### src/hw/rtl/stc_pkg.sv
// ----------------------------------------------------------------------------
// Steering classifier package
// Constants, stage payload types and the hash and remainder helpers shared by
// the classifier pipeline.
// ----------------------------------------------------------------------------
package stc_pkg;

    localparam int MAX_QUEUES_DEF = 16;
    localparam int QUEUE_LIMIT    = 16;

    localparam logic [15:0] ETH_IPV4    = 16'h0800;
    localparam logic [15:0] ETH_ARP     = 16'h0806;
    localparam logic [15:0] ARP_REQUEST = 16'd1;
    localparam logic [7:0]  PROTO_TCP   = 8'd6;
    localparam logic [7:0]  PROTO_UDP   = 8'd17;
    localparam logic [31:0] SUBNET_MASK = 32'hFFFF_FF00;

    // 40-byte key, byte 0 in the top bits
    localparam logic [319:0] HASH_KEY = 320'h6d5a56da_255b0ec2_4167253d_43a38fb0_d0ca2bcb_ae7b30b4_77cb2da3_8030f20c_6a42b73b_beac01fa;

    localparam int          CFG_IDX_W       = 2;
    localparam logic [CFG_IDX_W-1:0] CFG_LOCAL_ADDR  = 2'd0;
    localparam logic [CFG_IDX_W-1:0] CFG_QUEUE_COUNT = 2'd1;

    typedef enum logic [1:0] {
        ROUTE_SLOW  = 2'd0,
        ROUTE_LOCAL = 2'd1,
        ROUTE_QUEUE = 2'd2
    } t_route;

    typedef struct packed {
        logic        slow;
        logic        is_local;
        logic [31:0] dst;
    } t_meta;

    typedef struct packed {
        t_meta        meta;
        logic [127:0] tuple;
    } t_tuple_stage;

    typedef struct packed {
        t_meta       meta;
        logic [31:0] part_hi;
        logic [31:0] part_lo;
    } t_part_stage;

    typedef struct packed {
        t_meta       meta;
        logic [31:0] hash;
        logic [3:0]  rem;
    } t_mod_stage;

    // Toeplitz contribution of 64 tuple bits starting at bit offset base
    function automatic logic [31:0] toeplitz_part(input logic [63:0] bits,
                                                  input int unsigned base);
        logic [31:0] acc;
        acc = '0;
        for (int p = 0; p < 64; p++) begin
            if (bits[63-p]) begin
                acc = acc ^ HASH_KEY[(319 - int'(base) - p) -: 32];
            end
        end
        return acc;
    endfunction

    // Eight restoring remainder steps, dividend bits MSB first
    function automatic logic [3:0] mod_step8(input logic [3:0] rem,
                                             input logic [7:0] bits,
                                             input logic [4:0] cnt);
        logic [4:0] t;
        logic [3:0] r;
        r = rem;
        for (int i = 7; i >= 0; i--) begin
            t = {r, bits[i]};
            if (t >= cnt) begin
                t = t - cnt;
            end
            r = t[3:0];
        end
        return r;
    endfunction

endpackage

### src/hw/rtl/stc_in_if.sv
// ----------------------------------------------------------------------------
// Header request channel
// Valid/ready channel carrying the extracted header fields of one frame.
// ----------------------------------------------------------------------------
interface stc_in_if;
    logic        valid;
    logic        ready;
    logic [15:0] frame_type;
    logic [15:0] arp_oper;
    logic [31:0] source_address;
    logic [31:0] target_address;
    logic [7:0]  protocol;
    logic [15:0] source_port;
    logic [15:0] target_port;

    modport source(output valid, frame_type, arp_oper, source_address,
                   target_address, protocol, source_port, target_port,
                   input ready);
    modport sink(input valid, frame_type, arp_oper, source_address,
                 target_address, protocol, source_port, target_port,
                 output ready);
endinterface

### src/hw/rtl/stc_out_if.sv
// ----------------------------------------------------------------------------
// Steering decision channel
// Valid/ready channel carrying one routing decision per frame.
// ----------------------------------------------------------------------------
interface stc_out_if;
    logic        valid;
    logic        ready;
    logic [1:0]  route;
    logic [3:0]  queue_index;
    logic [31:0] lookup_address;
    logic [31:0] flow_hash;

    modport source(output valid, route, queue_index, lookup_address, flow_hash,
                   input ready);
    modport sink(input valid, route, queue_index, lookup_address, flow_hash,
                 output ready);
endinterface

### src/hw/rtl/stc_tuple.sv
// ----------------------------------------------------------------------------
// Tuple stage
// Builds the 16-byte flow tuple and the slow-path and local-subnet flags.
// ----------------------------------------------------------------------------
module stc_tuple (
    input  logic                 i_clk,
    input  logic                 i_rst_n,
    input  logic [31:0]          i_local_addr,
    stc_in_if.sink               i_in,
    output logic                 o_valid,
    output stc_pkg::t_tuple_stage o_data,
    input  logic                 i_ready
);
    logic                  r_valid;
    stc_pkg::t_tuple_stage r_data;
    stc_pkg::t_tuple_stage n_data;
    logic                  is_ipv4;
    logic                  is_arp;
    logic                  use_ports;
    logic [31:0]           src;
    logic [31:0]           dst;
    logic [15:0]           sport;
    logic [15:0]           dport;
    logic [7:0]            proto;

    always_comb begin
        is_ipv4   = (i_in.frame_type == stc_pkg::ETH_IPV4);
        is_arp    = (i_in.frame_type == stc_pkg::ETH_ARP);
        use_ports = is_ipv4 && ((i_in.protocol == stc_pkg::PROTO_TCP) ||
                                (i_in.protocol == stc_pkg::PROTO_UDP));
        src   = (is_ipv4 || is_arp) ? i_in.source_address : '0;
        dst   = (is_ipv4 || is_arp) ? i_in.target_address : '0;
        sport = use_ports ? i_in.source_port : '0;
        dport = use_ports ? i_in.target_port : '0;
        proto = is_ipv4 ? i_in.protocol : '0;

        n_data.tuple         = {src, dst, sport, dport, 24'h0, proto};
        n_data.meta.dst      = dst;
        n_data.meta.slow     = is_arp && (i_in.arp_oper == stc_pkg::ARP_REQUEST) &&
                               (i_in.target_address == i_local_addr);
        n_data.meta.is_local = ((dst & stc_pkg::SUBNET_MASK) ==
                                (i_local_addr & stc_pkg::SUBNET_MASK));
    end

    assign i_in.ready = !r_valid || i_ready;

    always_ff @(posedge i_clk) begin
        if (!i_rst_n) begin
            r_valid <= 1'b0;
        end else if (i_in.ready) begin
            r_valid <= i_in.valid;
        end
    end

    always_ff @(posedge i_clk) begin
        if (i_in.ready && i_in.valid) begin
            r_data <= n_data;
        end
    end

    assign o_valid = r_valid;
    assign o_data  = r_data;
endmodule

### src/hw/rtl/stc_hash.sv
// ----------------------------------------------------------------------------
// Toeplitz hash stages
// Two register stages: two 64-bit halves of the tuple are hashed in parallel,
// then the halves are folded into the 32-bit flow hash.
// ----------------------------------------------------------------------------
module stc_hash (
    input  logic                  i_clk,
    input  logic                  i_rst_n,
    input  logic                  i_valid,
    input  stc_pkg::t_tuple_stage i_data,
    output logic                  o_ready,
    output logic                  o_valid,
    output stc_pkg::t_mod_stage   o_data,
    input  logic                  i_ready
);
    logic                 r_part_valid;
    stc_pkg::t_part_stage r_part;
    stc_pkg::t_part_stage n_part;
    logic                 r_valid;
    stc_pkg::t_mod_stage  r_data;
    stc_pkg::t_mod_stage  n_data;
    logic                 fold_ready;

    always_comb begin
        n_part.meta    = i_data.meta;
        n_part.part_hi = stc_pkg::toeplitz_part(i_data.tuple[127:64], 0);
        n_part.part_lo = stc_pkg::toeplitz_part(i_data.tuple[63:0], 64);
    end

    always_comb begin
        n_data.meta = r_part.meta;
        n_data.hash = r_part.part_hi ^ r_part.part_lo;
        n_data.rem  = '0;
    end

    assign fold_ready = !r_valid || i_ready;
    assign o_ready    = !r_part_valid || fold_ready;

    always_ff @(posedge i_clk) begin
        if (!i_rst_n) begin
            r_part_valid <= 1'b0;
            r_valid      <= 1'b0;
        end else begin
            if (o_ready) begin
                r_part_valid <= i_valid;
            end
            if (fold_ready) begin
                r_valid <= r_part_valid;
            end
        end
    end

    always_ff @(posedge i_clk) begin
        if (o_ready && i_valid) begin
            r_part <= n_part;
        end
        if (fold_ready && r_part_valid) begin
            r_data <= n_data;
        end
    end

    assign o_valid = r_valid;
    assign o_data  = r_data;
endmodule

### src/hw/rtl/stc_mod.sv
// ----------------------------------------------------------------------------
// Queue remainder stage
// Advances the hash-modulo-queue-count remainder by one byte of the hash.
// ----------------------------------------------------------------------------
module stc_mod #(
    parameter int BYTE_SEL = 3
) (
    input  logic                i_clk,
    input  logic                i_rst_n,
    input  logic [4:0]          i_count,
    input  logic                i_valid,
    input  stc_pkg::t_mod_stage i_data,
    output logic                o_ready,
    output logic                o_valid,
    output stc_pkg::t_mod_stage o_data,
    input  logic                i_ready
);
    logic                r_valid;
    stc_pkg::t_mod_stage r_data;
    stc_pkg::t_mod_stage n_data;

    always_comb begin
        n_data     = i_data;
        n_data.rem = stc_pkg::mod_step8(i_data.rem, i_data.hash[8*BYTE_SEL +: 8], i_count);
    end

    assign o_ready = !r_valid || i_ready;

    always_ff @(posedge i_clk) begin
        if (!i_rst_n) begin
            r_valid <= 1'b0;
        end else if (o_ready) begin
            r_valid <= i_valid;
        end
    end

    always_ff @(posedge i_clk) begin
        if (o_ready && i_valid) begin
            r_data <= n_data;
        end
    end

    assign o_valid = r_valid;
    assign o_data  = r_data;
endmodule

### src/hw/rtl/packet_steer_toeplitz_classifier.sv
// Each request passes the tuple, part, fold and four remainder registers.
// Throughput: one request per cycle; each stage holds its request while the
// next is full, so the rate is set only by the output ready.
// The queue remainder takes four of the seven stages, one hash byte each.
// Reset clears all stage valid bits, local_address to 0 and queue_count to 1.
// ----------------------------------------------------------------------------
// Packet steering classifier
// Routes each frame to the ARP slow path, the local subnet, or a transmit
// queue picked by a Toeplitz flow hash modulo the queue count.
// ----------------------------------------------------------------------------
module packet_steer_toeplitz_classifier #(
    parameter int MAX_QUEUES = stc_pkg::MAX_QUEUES_DEF
) (
    input  logic                          i_clk,
    input  logic                          i_rst_n,
    input  logic                          i_cfg_we,
    input  logic [stc_pkg::CFG_IDX_W-1:0] i_cfg_index,
    input  logic [31:0]                   i_cfg_data,
    stc_in_if.sink                        i_in,
    stc_out_if.source                     o_out
);
    localparam int CAP_INT = (MAX_QUEUES < stc_pkg::QUEUE_LIMIT) ? MAX_QUEUES
                                                                 : stc_pkg::QUEUE_LIMIT;
    localparam logic [4:0] COUNT_CAP = 5'(CAP_INT);

    logic [31:0] r_local_addr;
    logic [4:0]  r_queue_count;
    logic [4:0]  n_queue_count;

    logic                  tup_valid;
    logic                  tup_ready;
    stc_pkg::t_tuple_stage tup_data;

    logic                mod_valid [0:4];
    logic                mod_ready [0:4];
    stc_pkg::t_mod_stage mod_data  [0:4];

    stc_pkg::t_mod_stage last;

    // Clamp the queue count once, at write time
    always_comb begin
        if (i_cfg_data[4:0] == 5'd0) begin
            n_queue_count = 5'd1;
        end else if (i_cfg_data[4:0] > COUNT_CAP) begin
            n_queue_count = COUNT_CAP;
        end else begin
            n_queue_count = i_cfg_data[4:0];
        end
    end

    always_ff @(posedge i_clk) begin
        if (!i_rst_n) begin
            r_local_addr  <= '0;
            r_queue_count <= 5'd1;
        end else if (i_cfg_we) begin
            if (i_cfg_index == stc_pkg::CFG_LOCAL_ADDR) begin
                r_local_addr <= i_cfg_data;
            end else if (i_cfg_index == stc_pkg::CFG_QUEUE_COUNT) begin
                r_queue_count <= n_queue_count;
            end
        end
    end

    stc_tuple u_tuple (
        .i_clk        (i_clk),
        .i_rst_n      (i_rst_n),
        .i_local_addr (r_local_addr),
        .i_in         (i_in),
        .o_valid      (tup_valid),
        .o_data       (tup_data),
        .i_ready      (tup_ready)
    );

    stc_hash u_hash (
        .i_clk   (i_clk),
        .i_rst_n (i_rst_n),
        .i_valid (tup_valid),
        .i_data  (tup_data),
        .o_ready (tup_ready),
        .o_valid (mod_valid[0]),
        .o_data  (mod_data[0]),
        .i_ready (mod_ready[0])
    );

    // Remainder over the hash, top byte first
    for (genvar g = 0; g < 4; g++) begin : g_mod
        stc_mod #(
            .BYTE_SEL (3 - g)
        ) u_mod (
            .i_clk   (i_clk),
            .i_rst_n (i_rst_n),
            .i_count (r_queue_count),
            .i_valid (mod_valid[g]),
            .i_data  (mod_data[g]),
            .o_ready (mod_ready[g]),
            .o_valid (mod_valid[g+1]),
            .o_data  (mod_data[g+1]),
            .i_ready (mod_ready[g+1])
        );
    end

    assign last         = mod_data[4];
    assign mod_ready[4] = o_out.ready;
    assign o_out.valid  = mod_valid[4];

    always_comb begin
        if (last.meta.slow) begin
            o_out.route          = stc_pkg::ROUTE_SLOW;
            o_out.queue_index    = '0;
            o_out.lookup_address = '0;
            o_out.flow_hash      = '0;
        end else if (last.meta.is_local) begin
            o_out.route          = stc_pkg::ROUTE_LOCAL;
            o_out.queue_index    = '0;
            o_out.lookup_address = last.meta.dst;
            o_out.flow_hash      = last.hash;
        end else begin
            o_out.route          = stc_pkg::ROUTE_QUEUE;
            o_out.queue_index    = last.rem;
            o_out.lookup_address = '0;
            o_out.flow_hash      = last.hash;
        end
    end

`ifndef SYNTHESIS
    a_count_range: assert property (@(posedge i_clk) disable iff (!i_rst_n)
        (r_queue_count != 5'd0) && (r_queue_count <= COUNT_CAP))
        else $error("queue count register out of range");

    a_queue_range: assert property (@(posedge i_clk) disable iff (!i_rst_n)
        (o_out.valid && (o_out.route == stc_pkg::ROUTE_QUEUE))
        |-> ({1'b0, o_out.queue_index} < r_queue_count))
        else $error("queue index not below queue count");

    a_reset_count: assert property (@(posedge i_clk)
        $past(!i_rst_n) |-> (r_queue_count == 5'd1) && (r_local_addr == 32'd0)
                            && !o_out.valid)
        else $error("configuration or output valid not cleared by reset");
`endif

endmodule

### src/flat_wrapper.sv
// flat-port wrapper written by rule: the top's interface ports become plain ports
module packet_steer_toeplitz_classifier_flat 
#(
    parameter int MAX_QUEUES = stc_pkg::MAX_QUEUES_DEF
)
  (i_clk, i_rst_n, i_cfg_we, i_cfg_index, i_cfg_data, i_in_valid, i_in_frame_type, i_in_arp_oper, i_in_source_address, i_in_target_address, i_in_protocol, i_in_source_port, i_in_target_port, i_in_ready, o_out_valid, o_out_route, o_out_queue_index, o_out_lookup_address, o_out_flow_hash, o_out_ready);
  stc_in_if i_in_i ();
  stc_out_if o_out_i ();
  input  logic i_clk;
  input  logic i_rst_n;
  input  logic i_cfg_we;
  input  logic [stc_pkg::CFG_IDX_W-1:0] i_cfg_index;
  input  logic [31:0] i_cfg_data;
  input wire logic [$bits(i_in_i.valid)-1:0] i_in_valid;
  input wire logic [$bits(i_in_i.frame_type)-1:0] i_in_frame_type;
  input wire logic [$bits(i_in_i.arp_oper)-1:0] i_in_arp_oper;
  input wire logic [$bits(i_in_i.source_address)-1:0] i_in_source_address;
  input wire logic [$bits(i_in_i.target_address)-1:0] i_in_target_address;
  input wire logic [$bits(i_in_i.protocol)-1:0] i_in_protocol;
  input wire logic [$bits(i_in_i.source_port)-1:0] i_in_source_port;
  input wire logic [$bits(i_in_i.target_port)-1:0] i_in_target_port;
  output wire logic [$bits(i_in_i.ready)-1:0] i_in_ready;
  output wire logic [$bits(o_out_i.valid)-1:0] o_out_valid;
  output wire logic [$bits(o_out_i.route)-1:0] o_out_route;
  output wire logic [$bits(o_out_i.queue_index)-1:0] o_out_queue_index;
  output wire logic [$bits(o_out_i.lookup_address)-1:0] o_out_lookup_address;
  output wire logic [$bits(o_out_i.flow_hash)-1:0] o_out_flow_hash;
  input wire logic [$bits(o_out_i.ready)-1:0] o_out_ready;
  assign i_in_i.valid = i_in_valid;
  assign i_in_i.frame_type = i_in_frame_type;
  assign i_in_i.arp_oper = i_in_arp_oper;
  assign i_in_i.source_address = i_in_source_address;
  assign i_in_i.target_address = i_in_target_address;
  assign i_in_i.protocol = i_in_protocol;
  assign i_in_i.source_port = i_in_source_port;
  assign i_in_i.target_port = i_in_target_port;
  assign i_in_ready = i_in_i.ready;
  assign o_out_valid = o_out_i.valid;
  assign o_out_route = o_out_i.route;
  assign o_out_queue_index = o_out_i.queue_index;
  assign o_out_lookup_address = o_out_i.lookup_address;
  assign o_out_flow_hash = o_out_i.flow_hash;
  assign o_out_i.ready = o_out_ready;
  packet_steer_toeplitz_classifier #(.MAX_QUEUES(MAX_QUEUES)) u_core (.i_clk(i_clk), .i_rst_n(i_rst_n), .i_cfg_we(i_cfg_we), .i_cfg_index(i_cfg_index), .i_cfg_data(i_cfg_data), .i_in(i_in_i), .o_out(o_out_i));
endmodule
### config.mk
export PLATFORM = sky130hd
export DESIGN_NAME = packet_steer_toeplitz_classifier_flat
export DESIGN_NICKNAME = d
export VERILOG_FILES = /design/src/hw/rtl/stc_pkg.sv /design/src/hw/rtl/stc_in_if.sv /design/src/hw/rtl/stc_out_if.sv /design/src/hw/rtl/stc_tuple.sv /design/src/hw/rtl/stc_hash.sv /design/src/hw/rtl/stc_mod.sv /design/src/hw/rtl/packet_steer_toeplitz_classifier.sv /design/src/flat_wrapper.sv
export SDC_FILE = /design/constraint.sdc
export NUM_CORES = 1
export LEC_CHECK = 0
export ABC_AREA = 1
export CAP_MARGIN = 0
export CELL_PAD_IN_SITES_DETAIL_PLACEMENT = 1
export CELL_PAD_IN_SITES_GLOBAL_PLACEMENT = 2
export CORE_AREA = 2 2 307 309
export CTS_BUF_LIST = sky130_fd_sc_hd__clkbuf_2
export CTS_CLUSTER_DIAMETER = 100
export DETAILED_ROUTE_END_ITERATION = 6
export DIE_AREA = 0 0 309 311
export DONT_BUFFER_PORTS = 1
export PLACE_DENSITY = 0.9
export SYNTH_ARGS = -nofsm -noshare
export SYNTH_HDL_FRONTEND = slang
export SYNTH_SLANG_ARGS = --single-unit
### constraint.sdc
create_clock -name i_clk -period 22.2 [get_ports i_clk]
set_input_delay 6.66 -clock i_clk [delete_from_list [all_inputs] [get_ports i_clk]]
set_output_delay 6.66 -clock i_clk [all_outputs]
set_load 0.01 [all_outputs]
==> results.json, run 1 <==
{
  "regArea_sq_um": 17400,
  "grt_pass1_vias": 32500,
  "wl_met3_mm": 6.52,
  "gp_congestion": 0.900,
  "path_class": "in2out",
  "topRoutingLayerUsed": "met5",
  "met1_length_mm": 52.8,
  "status": "finished, final reports clean",
  "reg2reg_from": "u_core.r_queue_count[4]",
  "synth-compound-area-share_pct": 3.35,
  "endpoint": "i_in_ready",
  "max_slew.worst_pin.slew_ps": 1240,
  "syn_area_per_cell_sq_um": 8.98,
  "max_freq_mhz": 66.6,
  "core_area_sq_um": 92800,
  "r2r-end": "u_core.g_mod[2].u_mod.o_data[1]",
  "ios": 247,
  "port_buffers": 0,
  "dieArea_sq_um": 96100,
  "setup_viol": 0,
  "worst_r2r_path_depth": 63,
  "crit_arrival_ps": 8350,
  "synthXorXnorAreaFrac_pct": 21.1,
  "slew-limit-headroom_pct": 17.0,
  "synth_fp_nets": 4994,
  "hpwl_mm": 92.5,
  "end_kind": "primary output",
  "cp_max_fo": 4,
  "clockRootBuffer": "clkbuf_2",
  "ys_seq_area_share_pct": 41.8,
  "cts_buffers": 161,
  "vias_per_cell": 5.10,
  "wirelength_mm": 123,
  "synth_cells": 4631,
  "start_util_pct": 44.8,
  "synth_top_family_by_area": "XOR/XNOR gates",
  "antenna_found_initial": 6,
  "synth_fa_ha_area_share_pct": 6.22,
  "cpMaxStageDelayCell": "nor2_1",
  "rows": 112,
  "vias": 30900,
  "crit_path_start": "o_out_ready",
  "yosysTopAreaCell": "edfxtp_1",
  "multi_input_comb_area_sq_um": 20900,
  "track_usage_pct": 25.7,
  "synthDominantCellAreaShare_pct": 39.7,
  "synth-simple-area-share_pct": 19.4,
  "die_y_um": 311,
  "cts_hold_buf": 0,
  "period_needed_ps": 15010,
  "layout_commonest_cell": "nand2_1",
  "grt_pass1_wl_mm": 187,
  "nets": 5047,
  "maxCapViolations": 0,
  "ys_seq_elements": 594,
  "cp.required_ps": 15540,
  "path_cells": "nor2_1 -> inv_1 -> nor2_1 -> inv_1 -> nor2_1 -> inv_1 -> nor2_1 -> nand2_1 -> nor2_1 -> nand2_1",
  "hold_class": "reg2reg",
  "hold_viol_final": 0,
  "setup_tns_ps": 0,
  "slew_violations": 0,
  "synth_warnings": 0,
  "fin_worst_skew_ps": 138,
  "tritoncts": "yes",
  "final_cell_mix": "1142 x nand2_1, 591 x inv_1, 550 x edfxtp_1",
  "drive_above_1_share_pct": 8.74,
  "syn_area_sq_um": 41600,
  "drc": 0,
  "cts_resized": 0,
  "worstSkewPairLatency_ps": 1480,
  "fillCellCount": 11100,
  "max_stage_delay_ps": 410,
  "drt-pass1-iter-count": 5,
  "reg2reg_slack_ps": 9690,
  "area_growth_pct": 5.71,
  "rsz0062_at_grt": "no",
  "wl_per_cell_um": 20.3,
  "grt_max_degree": 73,
  "postCtsSetupBuffers": 0,
  "grt-ovfl-total": 0,
  "drtAntennaViolNets": 0,
  "wl_met2_mm": 60.2,
  "yosysUniqueCellTypes": 54,
  "synth_area_leaders": "edfxtp_1 40%, nand2_1 10%, xor2_1 9.9%, xnor2_1 9.5%, inv_1 5.4%",
  "start_kind": "input port",
  "cts_sinks": 594,
  "synthMuxAreaShare_pct": 0,
  "drt_first_iter_violations": 1917,
  "die_w_um": 309,
  "fin_crit_sh_pct": 67.6,
  "clkTransAtPathRegs_ps": 100,
  "cts-htree-levels": 4,
  "cpMostUsedCell": "nor2_1",
  "cts_buffer_depth": 3
}
[how the worst min path moves through the flow]
| stage | from | end | slack (ps) | cells past startpoint |
|---|---|---|---|---|
| after floorplan | u_core.u_hash.o_data[10] | u_core.g_mod[0].u_mod.o_data[10] | 400 | 0 |
| after global placement | u_core.u_hash.o_data[9] | u_core.g_mod[0].u_mod.o_data[9] | 400 | 0 |
| after detailed placement | u_core.g_mod[2].u_mod.o_data[26] | u_core.g_mod[3].u_mod.o_data[26] | 410 | 0 |
| after CTS | u_core.g_mod[1].u_mod.o_data[10] | u_core.g_mod[2].u_mod.o_data[10] | 350 | 0 |
| after global routing | u_core.g_mod[1].u_mod.o_data[6] | u_core.g_mod[2].u_mod.o_data[6] | 380 | 0 |
| final | u_core.g_mod[1].u_mod.o_data[10] | u_core.g_mod[2].u_mod.o_data[10] | 370 | 0 |
[cells by family (layout without fill, tap and decap cells)]
logic type      Yosys count  in the layout
simple gates           1898           1898
xor+xnor                956            956
buf+inv                 749            924
flops                   594            594
compound gates          246            246
fa+ha+maj               188            188
other cells               0              7
[synthesized netlist by cell type (all sizes together)]
library cell	number
o211ai	7
nor4	7
edfxtp	550
inv	601
o22ai	7
a21o	10
o21bai	1
xnor2	477
or3	10
nor2	279
nor3	11
a21boi	2
o21a	23
or2	85
o2111ai	1
buf	115
nand2b	6
nand2	1151
clkinv	1
dfxtp	44
and3	4
fa	31
clkbuf	32
a211oi	1
nand4	30
o21ai	92
a221oi	3
a21oi	88
a41oi	6
nand3b	47
nand3	247
and2	20
xor2	479
or3b	1
a31oi	5
ha	157
[layer usage]
layer	vias up	global-route usage, %
li1	14900	-
met1	15100	32.3
met2	752	44.4
met3	239	4.50
met4	4	8.85
met5	-	0
[cell type report]
cell class	count	share of cell area (%)
sequential	594	39.6
clock inverter	57	0.959
antenna	7	0.0398
multi-input combinational	3288	47.5
inverter	602	5.15
timing repair buffer	37	0.632
tap	1254	3.57
clock buffer	228	2.60
[flip-flops by register name, indices dropped and copies added (netlist names)]
| signal | cells |
|---|---|
| u_core.g_mod.u_mod.o_data | 280 |
| u_core.g_mod.u_mod.o_valid | 4 |
| u_core.r_local_addr | 32 |
| u_core.r_queue_count | 5 |
| u_core.u_hash.n_data | 34 |
| u_core.u_hash.o_data | 66 |
| u_core.u_hash.o_valid | 1 |
| u_core.u_hash.r_part | 64 |
| u_core.u_hash.r_part_valid | 1 |
| u_core.u_tuple.o_data | 106 |
| u_core.u_tuple.o_valid | 1 |
[critical path: cells and delay by family]
kind / cells / cell delay [ps]
buf+inv: 3 / 290
simple gates: 7 / 1410
[stage by stage]
step / util [%] / cell area, sq um / setup slack (ps) / cells / hold slack (ps)
global route: 47.4 / 43900 / 6980 / 6061 / 380
detailed placement: 45.7 / 42400 / 7140 / 5775 / 406
finish: 47.4 / 44000 / 7190 / 6067 / 371
CTS: 47.4 / 43900 / 7160 / 6060 / 355
floorplan: - / 41600 / 7950 / 4631 / 400
global placement: 45.7 / 42400 / 7420 / 5775 / 401
Power of run 1 is left out: the tool's default activity adds up to more than one toggle a clock period on the data nets, which glitch-free logic cannot reach.
==> run 2, diff against run 1 <==
ABC_AREA = 0   (was 1)
CORE_AREA = 2 2 291 293   (was 2 2 307 309)
DIE_AREA = 0 0 293 295   (was 0 0 309 311)
PLACE_DENSITY = 0.81   (was 0.9)
clock period = 13.05 ns   (was 22.2 ns; I/O delays follow)
==> run 2 against run 1 <==
Compared with the run above: setup slack lost 6200 ps; final area decreased by 15%; clock skew grew 7.4 ps; critical path type is now reg2reg; highest routed layer is now met4.
==> results.json, run 2 <==
{
  "rows": 106,
  "port_buffers": 0,
  "grt_pass1_vias": 23400,
  "grt_max_degree": 77,
  "clockRootBuffer": "clkbuf_2",
  "cpMostUsedCell": "ha_1",
  "cpMaxStageDelayCell": "a2111oi_0",
  "syn_area_per_cell_sq_um": 12.4,
  "die_w_um": 293,
  "cts_sinks": 594,
  "final_cell_mix": "612 x xnor2_1, 550 x edfxtp_1, 219 x clkbuf_2",
  "drive_above_1_share_pct": 12.8,
  "synth_edf_count": 550,
  "slew-limit-headroom_pct": 19.7,
  "setup_viol": 0,
  "cpLargestDelayFamily": "compound AO/OA/AOI/OAI gates",
  "drt-pass1-iter-count": 5,
  "rsz0062_at_grt": "no",
  "status": "finished, final reports clean",
  "grt_pass1_wl_mm": 144,
  "core_area_sq_um": 83200,
  "synth_fp_nets": 3173,
  "gp_congestion": 0.965,
  "tritoncts": "yes",
  "fin_worst_skew_ps": 146,
  "maxCapViolations": 0,
  "dieArea_sq_um": 86400,
  "synthFlopType": "edfxtp_1",
  "layout_commonest_cell": "xnor2_1",
  "period_needed_ps": 12110,
  "setup_tns_ps": 0,
  "clkTransAtPathRegs_ps": 110,
  "drt_first_iter_violations": 1024,
  "ys_seq_area_share_pct": 50.1,
  "die_y_um": 295,
  "ios": 247,
  "drtAntennaViolNets": 0,
  "syn_area_sq_um": 34700,
  "nets": 3264,
  "hold_class": "reg2reg",
  "start_kind": "flop",
  "r2r-end": "u_core.g_mod[2].u_mod.o_data[3]",
  "synth_warnings": 0,
  "cts_buffer_depth": 3,
  "synth_cells": 2810,
  "max_slew.worst_pin.slew_ps": 1200,
  "antenna_found_initial": 4,
  "largest_reg_flops": 280,
  "max_freq_mhz": 82.6,
  "cts-htree-levels": 4,
  "postCtsSetupBuffers": 0,
  "synth_most_common_cell": "xnor2_1",
  "cts_buffers": 159,
  "worstSkewPairLatency_ps": 1460,
  "crit_arrival_ps": 13300,
  "wl_per_cell_um": 23.6,
  "wirelength_mm": 97.2,
  "reg2reg_slack_ps": 940,
  "synthDominantCellAreaShare_pct": 47.5,
  "endpoint": "u_core.g_mod[2].u_mod.o_data[3]",
  "max_stage_delay_ps": 500,
  "drc": 0,
  "vias": 21200,
  "grt-ovfl-total": 0,
  "cp.buffers_inverters": 5,
  "cp_max_fo": 9,
  "reg2reg_from": "u_core.g_mod[1].u_mod.o_data[19]",
  "hold_viol_final": 0,
  "synth_area_leaders": "edfxtp_1 48%, xnor2_1 15%, ha_1 5.7%, xor2_1 5.4%, dfxtp_1 2.5%",
  "ys_seq_elements": 594,
  "worst_r2r_path_depth": 48,
  "fillCellCount": 8754,
  "path_class": "reg2reg",
  "crit_path_start": "u_core.g_mod[1].u_mod.o_data[19]",
  "yosysUniqueCellTypes": 76,
  "cp.required_ps": 14230,
  "hpwl_mm": 75.0,
  "start_util_pct": 41.8,
  "end_kind": "flop",
  "track_usage_pct": 22.7,
  "synth_common_cells": "612 x xnor2_1, 550 x edfxtp_1, 216 x xor2_1",
  "vias_per_cell": 5.15,
  "crit_cells": 48,
  "cts_hold_buf": 0,
  "async_reset_ff_share_pct": 0,
  "fin_crit_sh_pct": 92.8,
  "yosysTopAreaCell": "edfxtp_1",
  "area_growth_pct": 8.15,
  "slew_violations": 0
}
-- run 2: cell count changes in the layout (fill, tap and decap cells not counted), sizes merged, moves of 41 or more --
cell	delta
xor2	-249
xnor2	+168
and2	+117
a21o	+63
inv	-479
or2	-78
nor2	-223
nand3	-239
nand3b	-41
nand2	-1035
nor2b	+49
-- run 2: through the flow --
stage / hold WS [ps] / instances / util, % / area (sq um) / setup WS (ps)
after floorplan: 400 / 2810 / - / 34700 / 806
after detailed placement: 405 / 3820 / 43.2 / 36000 / 673
after global placement: 400 / 3820 / 43.2 / 36000 / 1390
final: 319 / 4118 / 45.2 / 37600 / 939
after CTS: 318 / 4109 / 45.1 / 37500 / 642
after global routing: 305 / 4116 / 45.2 / 37600 / 33.4
-- run 2: layer usage --
metal	up-vias	share of wire, %	GRT usage, %
met4	0	3.8	10.2
met3	200	4.6	4.65
met1	10500	41	26.7
li1	10000	-	-
met5	-	0	0
met2	540	50	39.8
-- run 2: worst min path at each step --
stage          slack (ps)  depth (start not counted)                              from                                to
3_5_place_dp          410                          0  u_core.g_mod[0].u_mod.o_data[65]  u_core.g_mod[1].u_mod.o_data[65]
3_3_place_gp          400                          0          u_core.u_hash.n_data[37]          u_core.u_hash.o_data[37]
6_report              320                          0          u_core.u_hash.o_data[10]  u_core.g_mod[0].u_mod.o_data[10]
4_1_cts               320                          0          u_core.u_hash.o_data[10]  u_core.g_mod[0].u_mod.o_data[10]
5_1_grt               310                          0          u_core.u_hash.o_data[10]  u_core.g_mod[0].u_mod.o_data[10]
2_1_floorplan         400                          0          u_core.u_hash.o_data[10]  u_core.g_mod[0].u_mod.o_data[10]
-- run 2: cell type report --
class                           instances  area, sq um  area share, %
Sequential cell                       594        17400           46.3
Multi-Input combinational cell       1997        16600           44.1
Tap cell                             1080         1350           3.60
Clock buffer                          219         1100           2.92
Clock inverter                         70          492           1.31
Inverter                              123          462           1.23
Timing Repair Buffer                   26          195          0.519
Antenna cell                            9         22.5         0.0599
-- run 2: logic make-up after synthesis --
kind of cell	Yosys count	share of synthesized area (%)
flops	594	50.1
xor+xnor	876	23.2
simple gates	513	8.07
mux	62	1.91
fa+ha+maj	188	7.44
compound gates	358	6.72
buf+inv	219	2.57
-- run 2: repair_timing --
item	in CTS	in global routing
resized for setup	0	4
hold endpoints to repair	0	0
setup endpoints to repair	0	7
-- run 2: worst register-to-register path: cells and delay by family, from the launching register on --
| family | cells | cell delay, ps |
|---|---|---|
| buf+inv | 5 | 340 |
| simple gates | 5 | 730 |
| fa+ha+maj | 8 | 2350 |
| compound gates | 26 | 6360 |
| mux | 4 | 1610 |
| flops | 1 | 480 |
Power of run 2 is left out for the same reason.
